==> src/hw/rtl/ros_pkg.sv <==
// ----------------------------------------------------------------------------
// ros_pkg
// shared constants and control types for the request order sorter
// ----------------------------------------------------------------------------
package ros_pkg;

  localparam int unsigned MaxRequests = 16;
  localparam int unsigned NumAgents   = 16;
  localparam int unsigned OutLimit    = 16;
  localparam int unsigned SlotW       = $clog2(MaxRequests);
  localparam int unsigned CountW      = $clog2(MaxRequests + 1);
  localparam int unsigned AgentW      = 4;
  localparam int unsigned NeedW       = 40;
  localparam int unsigned KeyW        = 33;

  localparam logic [1:0] ModeOldest   = 2'd0;
  localparam logic [1:0] ModePrio     = 2'd1;
  localparam logic [1:0] ModeNeed     = 2'd2;
  localparam logic [1:0] ModeDeadline = 2'd3;

  localparam logic OpNeed    = 1'b0;
  localparam logic OpRequest = 1'b1;

  // controller to datapath
  typedef struct packed {
    logic             load;      // store incoming word
    logic             sort_init; // seed outer index
    logic             cmp_step;  // one insertion compare/shift step
    logic             emit_load; // read order entry for output
    logic             clear;     // clear need table and count
  } ros_cmd_t;

  // datapath to controller
  typedef struct packed {
    logic             sort_done;
    logic [CountW-1:0] count;
  } ros_status_t;

endpackage

==> src/hw/rtl/request_order_sorter_unit.sv <==
// ----------------------------------------------------------------------------
// request_order_sorter_unit
// batches requests and emits them in stable policy order
// ----------------------------------------------------------------------------
// Words load at one per cycle while loading. A request word with batch_end
// starts an insertion sort over the stored requests with a single comparator:
// each step compares a request with the entry before its position and either
// shifts that entry up or places the request. Results then leave one per cycle
// through a registered output unless out_stall_i holds; input is stalled during
// sort and emit. Need terms accumulate per agent with saturation; need table and
// count clear when the sort finishes. order_mode must be written while idle.
module request_order_sorter_unit (
  input  logic        clk_i,
  input  logic        rst_ni,
  input  logic        cfg_we_i,
  input  logic [1:0]  cfg_wdata_i,
  input  logic        in_valid_i,
  output logic        in_stall_o,
  input  logic        op_i,
  input  logic [3:0]  agent_i,
  input  logic [31:0] claim_max_i,
  input  logic [31:0] claim_held_i,
  input  logic [15:0] request_tag_i,
  input  logic [7:0]  prio_i,
  input  logic [31:0] submit_time_i,
  input  logic        has_timeout_i,
  input  logic [31:0] timeout_ticks_i,
  input  logic        batch_end_i,
  output logic        out_valid_o,
  input  logic        out_stall_i,
  output logic [15:0] out_tag_o,
  output logic [3:0]  out_agent_o,
  output logic [3:0]  out_rank_o,
  output logic        out_last_o
);

  // order mode register
  logic [1:0] mode_q;
  always_ff @(posedge clk_i or negedge rst_ni) begin
    if (!rst_ni) mode_q <= ros_pkg::ModeOldest;
    else if (cfg_we_i) mode_q <= cfg_wdata_i;
  end

  ros_pkg::ros_cmd_t           cmd;
  ros_pkg::ros_status_t        status;
  logic [ros_pkg::CountW-1:0]  emit_idx;

  // sequencer
  ros_ctrl u_ctrl (
    .clk_i       (clk_i),
    .rst_ni      (rst_ni),
    .in_valid_i  (in_valid_i),
    .in_stall_o  (in_stall_o),
    .op_i        (op_i),
    .batch_end_i (batch_end_i),
    .out_valid_o (out_valid_o),
    .out_stall_i (out_stall_i),
    .out_rank_o  (out_rank_o),
    .out_last_o  (out_last_o),
    .cmd_o       (cmd),
    .status_i    (status),
    .emit_idx_o  (emit_idx)
  );

  // storage and comparator
  ros_datapath u_dp (
    .clk_i           (clk_i),
    .rst_ni          (rst_ni),
    .cmd_i           (cmd),
    .status_o        (status),
    .mode_i          (mode_q),
    .op_i            (op_i),
    .agent_i         (agent_i),
    .claim_max_i     (claim_max_i),
    .claim_held_i    (claim_held_i),
    .request_tag_i   (request_tag_i),
    .prio_i          (prio_i),
    .submit_time_i   (submit_time_i),
    .has_timeout_i   (has_timeout_i),
    .timeout_ticks_i (timeout_ticks_i),
    .emit_idx_i      (emit_idx),
    .out_tag_o       (out_tag_o),
    .out_agent_o     (out_agent_o)
  );

endmodule

==> src/hw/rtl/ros_datapath.sv <==
// ----------------------------------------------------------------------------
// ros_datapath
// request storage, need table, insertion sort with one comparator
// ----------------------------------------------------------------------------
module ros_datapath (
  input  logic                       clk_i,
  input  logic                       rst_ni,
  input  ros_pkg::ros_cmd_t          cmd_i,
  output ros_pkg::ros_status_t       status_o,
  input  logic [1:0]                 mode_i,
  input  logic                       op_i,
  input  logic [3:0]                 agent_i,
  input  logic [31:0]                claim_max_i,
  input  logic [31:0]                claim_held_i,
  input  logic [15:0]                request_tag_i,
  input  logic [7:0]                 prio_i,
  input  logic [31:0]                submit_time_i,
  input  logic                       has_timeout_i,
  input  logic [31:0]                timeout_ticks_i,
  input  logic [ros_pkg::CountW-1:0] emit_idx_i,
  output logic [15:0]                out_tag_o,
  output logic [3:0]                 out_agent_o
);

  localparam int unsigned SW = ros_pkg::SlotW;
  localparam int unsigned CW = ros_pkg::CountW;

  logic [15:0]               tag_q   [ros_pkg::MaxRequests];
  logic [7:0]                prio_q  [ros_pkg::MaxRequests];
  logic                      has_q   [ros_pkg::MaxRequests];
  logic [31:0]               sub_q   [ros_pkg::MaxRequests];
  logic [ros_pkg::KeyW-1:0]  key_q   [ros_pkg::MaxRequests];
  logic [3:0]                agt_q   [ros_pkg::MaxRequests];
  logic [ros_pkg::NeedW-1:0] need_q  [ros_pkg::NumAgents];
  logic [SW-1:0]             order_q [ros_pkg::MaxRequests];

  logic [CW-1:0] count_q, count_d;
  logic [CW-1:0] i_q, i_d;   // slot being inserted
  logic [CW-1:0] j_q, j_d;   // insertion position

  // need term accumulate
  logic [31:0]               diff;
  logic [ros_pkg::NeedW:0]   nsum;
  assign diff = (claim_max_i > claim_held_i) ? (claim_max_i - claim_held_i) : 32'd0;
  assign nsum = {1'b0, need_q[agent_i]} + {9'd0, diff};

  always_ff @(posedge clk_i or negedge rst_ni) begin
    if (!rst_ni) begin
      for (int k = 0; k < ros_pkg::NumAgents; k++) need_q[k] <= '0;
    end else if (cmd_i.clear) begin
      for (int k = 0; k < ros_pkg::NumAgents; k++) need_q[k] <= '0;
    end else if (cmd_i.load && op_i == ros_pkg::OpNeed) begin
      need_q[agent_i] <= nsum[ros_pkg::NeedW] ? {ros_pkg::NeedW{1'b1}}
                                              : nsum[ros_pkg::NeedW-1:0];
    end
  end

  // request store
  always_ff @(posedge clk_i) begin
    if (cmd_i.load && op_i == ros_pkg::OpRequest && count_q < CW'(ros_pkg::MaxRequests)) begin
      tag_q[count_q[SW-1:0]]  <= request_tag_i;
      prio_q[count_q[SW-1:0]] <= prio_i;
      has_q[count_q[SW-1:0]]  <= has_timeout_i;
      sub_q[count_q[SW-1:0]]  <= submit_time_i;
      agt_q[count_q[SW-1:0]]  <= agent_i;
      key_q[count_q[SW-1:0]]  <= has_timeout_i ? ({1'b0, submit_time_i} + {1'b0, timeout_ticks_i})
                                               : {1'b0, submit_time_i};
    end
  end

  // comparator: slot cur goes strictly before slot prev
  logic [SW-1:0] cur, prv;
  logic          goes_first;
  assign cur = i_q[SW-1:0];
  assign prv = order_q[j_q[SW-1:0] - SW'(1)];

  always_comb begin
    logic sub_lt;
    sub_lt = sub_q[cur] < sub_q[prv];
    case (mode_i)
      ros_pkg::ModePrio:
        goes_first = (prio_q[cur] != prio_q[prv]) ? (prio_q[cur] > prio_q[prv]) : sub_lt;
      ros_pkg::ModeNeed:
        goes_first = (need_q[agt_q[cur]] != need_q[agt_q[prv]]) ?
                     (need_q[agt_q[cur]] < need_q[agt_q[prv]]) : sub_lt;
      ros_pkg::ModeDeadline:
        if (has_q[cur] && has_q[prv]) goes_first = key_q[cur] < key_q[prv];
        else if (has_q[cur] != has_q[prv]) goes_first = has_q[cur];
        else goes_first = sub_lt;
      default: goes_first = sub_lt;
    endcase
  end

  logic shift;
  assign shift = (j_q != '0) && goes_first;

  always_comb begin
    count_d = count_q;
    i_d     = i_q;
    j_d     = j_q;
    if (cmd_i.clear) count_d = '0;
    else if (cmd_i.load && op_i == ros_pkg::OpRequest && count_q < CW'(ros_pkg::MaxRequests))
      count_d = count_q + CW'(1);
    if (cmd_i.sort_init) begin
      i_d = '0;
      j_d = '0;
    end else if (cmd_i.cmp_step) begin
      if (shift) j_d = j_q - CW'(1);
      else begin
        i_d = i_q + CW'(1);
        j_d = i_q + CW'(1);
      end
    end
  end

  always_ff @(posedge clk_i or negedge rst_ni) begin
    if (!rst_ni) begin
      count_q <= '0;
      i_q     <= '0;
      j_q     <= '0;
    end else begin
      count_q <= count_d;
      i_q     <= i_d;
      j_q     <= j_d;
    end
  end

  always_ff @(posedge clk_i) begin
    if (cmd_i.cmp_step && i_q < count_q) begin
      if (shift) order_q[j_q[SW-1:0]] <= prv;
      else       order_q[j_q[SW-1:0]] <= cur;
    end
  end

  // registered output read
  always_ff @(posedge clk_i) begin
    if (cmd_i.emit_load) begin
      out_tag_o   <= tag_q[order_q[emit_idx_i[SW-1:0]]];
      out_agent_o <= agt_q[order_q[emit_idx_i[SW-1:0]]];
    end
  end

  assign status_o.sort_done   = (i_q >= count_q);
  assign status_o.count       = count_q;

endmodule

==> src/hw/rtl/ros_ctrl.sv <==
// ----------------------------------------------------------------------------
// ros_ctrl
// sequencer for load, sort and emit phases
// ----------------------------------------------------------------------------
module ros_ctrl (
  input  logic                       clk_i,
  input  logic                       rst_ni,
  input  logic                       in_valid_i,
  output logic                       in_stall_o,
  input  logic                       op_i,
  input  logic                       batch_end_i,
  output logic                       out_valid_o,
  input  logic                       out_stall_i,
  output logic [3:0]                 out_rank_o,
  output logic                       out_last_o,
  output ros_pkg::ros_cmd_t          cmd_o,
  input  ros_pkg::ros_status_t       status_i,
  output logic [ros_pkg::CountW-1:0] emit_idx_o
);

  typedef enum logic [1:0] {
    StLoad,
    StSort,
    StEmit
  } state_e;

  localparam int unsigned CW = ros_pkg::CountW;

  state_e        state_q;
  logic [CW-1:0] idx_q;
  logic [CW-1:0] n_q;
  logic          valid_q;
  logic [3:0]    rank_q;
  logic          last_q;

  logic acc;
  assign acc        = in_valid_i && !in_stall_o;
  assign in_stall_o = (state_q != StLoad);

  logic [CW-1:0] lim;
  assign lim = (status_i.count < CW'(ros_pkg::OutLimit)) ? status_i.count
                                                         : CW'(ros_pkg::OutLimit);
  logic take;
  assign take = !valid_q || !out_stall_i;

  always_comb begin
    cmd_o           = '0;
    cmd_o.load      = acc;
    cmd_o.sort_init = acc && op_i == ros_pkg::OpRequest && batch_end_i;
    cmd_o.cmp_step  = (state_q == StSort) && !status_i.sort_done;
    cmd_o.emit_load = (state_q == StEmit) && take && idx_q < n_q;
    cmd_o.clear     = (state_q == StSort) && status_i.sort_done;
  end

  assign emit_idx_o  = idx_q;
  assign out_valid_o = valid_q;
  assign out_rank_o  = rank_q;
  assign out_last_o  = last_q;

  always_ff @(posedge clk_i or negedge rst_ni) begin
    if (!rst_ni) begin
      state_q <= StLoad;
      idx_q   <= '0;
      n_q     <= '0;
      valid_q <= 1'b0;
      rank_q  <= '0;
      last_q  <= 1'b0;
    end else begin
      if (valid_q && !out_stall_i && !cmd_o.emit_load) valid_q <= 1'b0;
      unique case (state_q)
        StLoad: begin
          if (cmd_o.sort_init) state_q <= StSort;
        end
        StSort: begin
          if (status_i.sort_done) begin
            n_q     <= lim;
            idx_q   <= '0;
            state_q <= (lim == '0) ? StLoad : StEmit;
          end
        end
        StEmit: begin
          if (cmd_o.emit_load) begin
            valid_q <= 1'b1;
            rank_q  <= idx_q[3:0];
            last_q  <= (idx_q + CW'(1) == n_q);
            idx_q   <= idx_q + CW'(1);
            if (idx_q + CW'(1) == n_q) state_q <= StLoad;
          end
        end
        default: state_q <= StLoad;
      endcase
    end
  end

endmodule
==> config.mk <==
export PLATFORM = sky130hd
export DESIGN_NAME = request_order_sorter_unit
export DESIGN_NICKNAME = d
export VERILOG_FILES = /design/src/hw/rtl/ros_pkg.sv /design/src/hw/rtl/request_order_sorter_unit.sv /design/src/hw/rtl/ros_datapath.sv /design/src/hw/rtl/ros_ctrl.sv
export SDC_FILE = /design/constraint.sdc
export NUM_CORES = 2
export LEC_CHECK = 0
export BUFFER_PORTS_ARGS = -buffer_cell sky130_fd_sc_hd__buf_2
export CORE_MARGIN = 5
export CORE_UTILIZATION = 30
export DETAILED_ROUTE_END_ITERATION = 12
export HOLD_SLACK_MARGIN = 0.03
export SETUP_SLACK_MARGIN = 0.02
export SYNTH_ARGS = -nofsm -noshare
export SYNTH_HDL_FRONTEND = slang
export SYNTH_SLANG_ARGS = --single-unit
==> constraint.sdc <==
create_clock -name clk_i -period 9.95 [get_ports clk_i]
set_clock_uncertainty 0.05 [all_clocks]
set_input_delay 0.995 -clock clk_i [delete_from_list [all_inputs] [get_ports clk_i]]
set_output_delay 0.995 -clock clk_i [all_outputs]
set_load 0.05 [all_outputs]
==> summary.md <==
| Metric | Value |
|---|---|
| HPWL Detailed | `220,000 microns` |
| CTS tree | `done` |
| Clock root cell | `clkbuf_16` |
| Total track usage | `18.3%` |
| Antenna violations before repair | `38` |
| Required @ worst endpoint | `10,450 ps` |
| Dpl cells | `14,400` |
| Dominant cells by area after synthesis | `edfxtp_1 (39%), mux4_2 (14%), dfrtp_1 (14%)` |
| DR iter-0 viols | `10,100` |
| Mapped Cells | `9,430` |
| Via count | `85,300` |
| DR vias/cell | `5.73` |
| Drt drc | `0` |
| Fin Hold WS | `123 ps` |
| Critical-path maximum fanout | `54` |
| Htree depth | `4` |
| Nets | `9,675` |
| Cells on worst reg2reg path | `25` |
| Worst setup SP type | `flip-flop` |
| # resized after CTS | `0` |
| Max clock buf depth | `4` |
| Endpoints failing setup | `0` |
| Final setup TNS | `0 ps` |
| Core Rows | `233` |
| Ports | `193` |
| Drt pass-1 iters | `8` |
| Reg clk slew, reported paths | `60 ps` |
| FILL cells | `39,100` |
| Die area | `416,000 sq um` |
| Prevailing post-synth register cell | `edfxtp_1` |
| Synth cell types | `79` |
| Run status | `complete, no violations` |
| Post-CTS Setup Repair Bufs | `0` |
| Synth Area per Inst | `12.8 sq um` |
| Initial core utilization | `30.1%` |
| Max incr delay on CP | `900 ps` |
| # clock sinks | `2,263` |
| Setup crit end kind | `flip-flop` |
| Slew @ Worst Pin | `1370 ps` |
| Max stage delay cell, worst path | `a21boi_4` |
| Crit Path Category | `reg -> reg` |
| Die W | `645 microns` |
| Port Buf Inserts | `192` |
| Sequential-to-total area share from yosys stat | `53.3%` |
| Wire length per cell | `26.7 microns` |
| Share of layout cells above drive strength 1 | `18.6%` |
| Worst EP arrival | `9570 ps` |
| Slew margin rel. | `8.61%` |
| Final hold violations | `0` |
| Gpl congestion | `0.858` |
| First-pass GRT wire length | `578,000 microns` |
| Vias in the first global route | `83,400` |
| Fmax | `0.110 GHz` |
| Number of CTS-inserted buffers | `239` |
| Number of enable flip-flop cells after synthesis | `1,588` |
| RSZ-0062 raised after global routing | `false` |
| Syn Nets | `9,831` |
| Max cap viols | `0` |
| FF-to-FF End | `u_dp.order_q[4][1]` |
| Top cell type by total area after synthesis | `edfxtp_1` |
| Hold-fix buffers, CTS | `0` |
| Routed WL | `397,000 microns` |
| Final setup margin | `871 ps` |
| Largest net degree at the start of global routing | `178` |
| Fin cells | `14,900` |
| Final min period | `9080 ps` |
| Period utilisation layout | `91.2%` |
| Post-Synthesis Cell Area | `121,000 sq um` |
| Pre-CTS WS | `987 ps` |
| Asr flop ratio synth | `29.8%` |
| Antenna Nets Post-Route | `0` |
| Fin. max-slew vios | `0` |
| HP Class | `in -> async` |
| Register bit count reported by yosys | `2,263` |
| Synth Warn # | `0` |
| Synth-to-Final Area Change | `12.5%` |
| Clk_lat worst skew | `950 ps` |
| R2r startpoint | `u_dp.j_q[1]` |
| Area share of the largest cell type after synthesis | `39.4%` |
| Placeable Area | `403,000 sq um` |
| Worst R2R Setup Slack | `870 ps` |
| Die height | `645 microns` |
| Grt total ovfl | `0` |
## Yosys cell counts, types with 24 or more instances
library cell / number
a22o_1: 215
edfxtp_1: 1588
nor2_1: 232
mux4_2: 774
xor2_1: 25
a21oi_1: 621
a311oi_1: 93
nand3_1: 61
and2_1: 89
o211ai_1: 29
nor2b_1: 242
o21ai_0: 594
mux2i_1: 492
dfrtp_1: 675
nand2b_1: 24
buf_2: 112
a211oi_2: 39
a211oi_1: 490
buf_1: 77
a22oi_1: 125
nand4_1: 42
nand2_1: 1243
clkbuf_1: 593
xnor2_1: 65
a31oi_1: 54
mux2_2: 85
a21o_1: 181
inv_1: 93
ha_1: 232
## metrics by stage
step	util [%]	cell area (sq um)
global placement	31.9	128000
detailed placement	31.9	128000
global route	33.8	136000
CTS	33.8	136000
floorplan	-	121000
finish	33.8	136000
## cell usage in the layout (no fill, tap or decap), types with 42 or more instances in the layout
| cell type | instances |
|---|---|
| edfxtp_1 | 1588 |
| nand2_1 | 1225 |
| mux4_2 | 769 |
| dfrtp_1 | 671 |
| a21oi_1 | 601 |
| o21ai_0 | 593 |
| mux2i_1 | 491 |
| a211oi_1 | 490 |
| clkbuf_16 | 241 |
| nor2b_1 | 238 |
| ha_1 | 232 |
| a22o_1 | 215 |
| nor2_1 | 199 |
| buf_2 | 187 |
| a21o_1 | 180 |
| buf_4 | 165 |
| a22oi_1 | 125 |
| inv_1 | 93 |
| a311oi_1 | 93 |
| and2_1 | 89 |
| mux2_2 | 81 |
| xnor2_1 | 65 |
| nand3_1 | 61 |
| a31oi_1 | 54 |
| buf_12 | 44 |
| clkbuf_1 | 43 |
| nand4_1 | 42 |
## cell families (layout without fill, tap and decap cells)
group	count (synthesis)	count (layout)	synth area share (%)
other	0	16	0
xor gates and xnor gates	92	92	0.678
buffers and inverters	889	921	2.93
adders and majority gates	235	235	2.45
AOI/OAI and AO/OA	2571	2571	14.0
DFF	2263	2263	53.3
and+or+nand+nor	2026	2026	7.37
muxes	1354	1354	19.3
## flip-flops by register name (all words and copies together) (netlist names), 64 cells and up
signal	count
u_dp.need_q	640
u_dp.key_q	528
u_dp.sub_q	512
u_dp.tag_q	256
u_dp.prio_q	128
u_dp.agt_q	64
u_dp.order_q	64
## final cells by class
| type | instances | area [sq um] | area share [%] |
|---|---|---|---|
| antenna | 16 | 40.0 | 0.0294 |
| inverter | 93 | 349 | 0.256 |
| multi-input combinational | 6278 | 53600 | 39.3 |
| clock buffer | 299 | 6400 | 4.70 |
| sequential | 2263 | 64600 | 47.4 |
| timing repair buffer | 399 | 3100 | 2.27 |
| tap | 5405 | 6760 | 4.96 |
| clock inverter | 130 | 1390 | 1.02 |
## how the worst max path moves through the flow
stage                   startpoint             endpoint  slack [ps]  cells after the start
finish                 u_dp.j_q[1]   u_dp.order_q[4][1]         870                     25
global route           u_dp.j_q[1]  u_dp.order_q[15][0]         700                     26
CTS                    u_dp.j_q[1]   u_dp.order_q[4][1]        1050                     25
detailed placement  claim_max_i[0]     u_dp.need_q[343]         990                     30
global placement    claim_max_i[0]     u_dp.need_q[463]        1090                     30
floorplan               agent_i[0]     u_dp.need_q[117]        2430                     24
## layer usage
layer / wire length, microns / vias to the layer above / GRT usage, %
li1: - / 36400 / -
met1: 161000 / 43800 / 24.7
met2: 185000 / 4250 / 29.6
met3: 36700 / 808 / 3.88
met4: 13100 / 11 / 5.92
met5: 77 / - / 0
## critical path, delay by kind of cell (launching register included)
kind / cells / cell delay (ps)
compound gates: 13 / 3580
mux: 5 / 2480
fa+ha+maj: 2 / 1150
simple gates: 3 / 490
buf+inv: 2 / 440
flops: 1 / 400
Power is left out: the tool's default activity adds up to more than one toggle a clock period on the data nets, which glitch-free logic cannot reach.
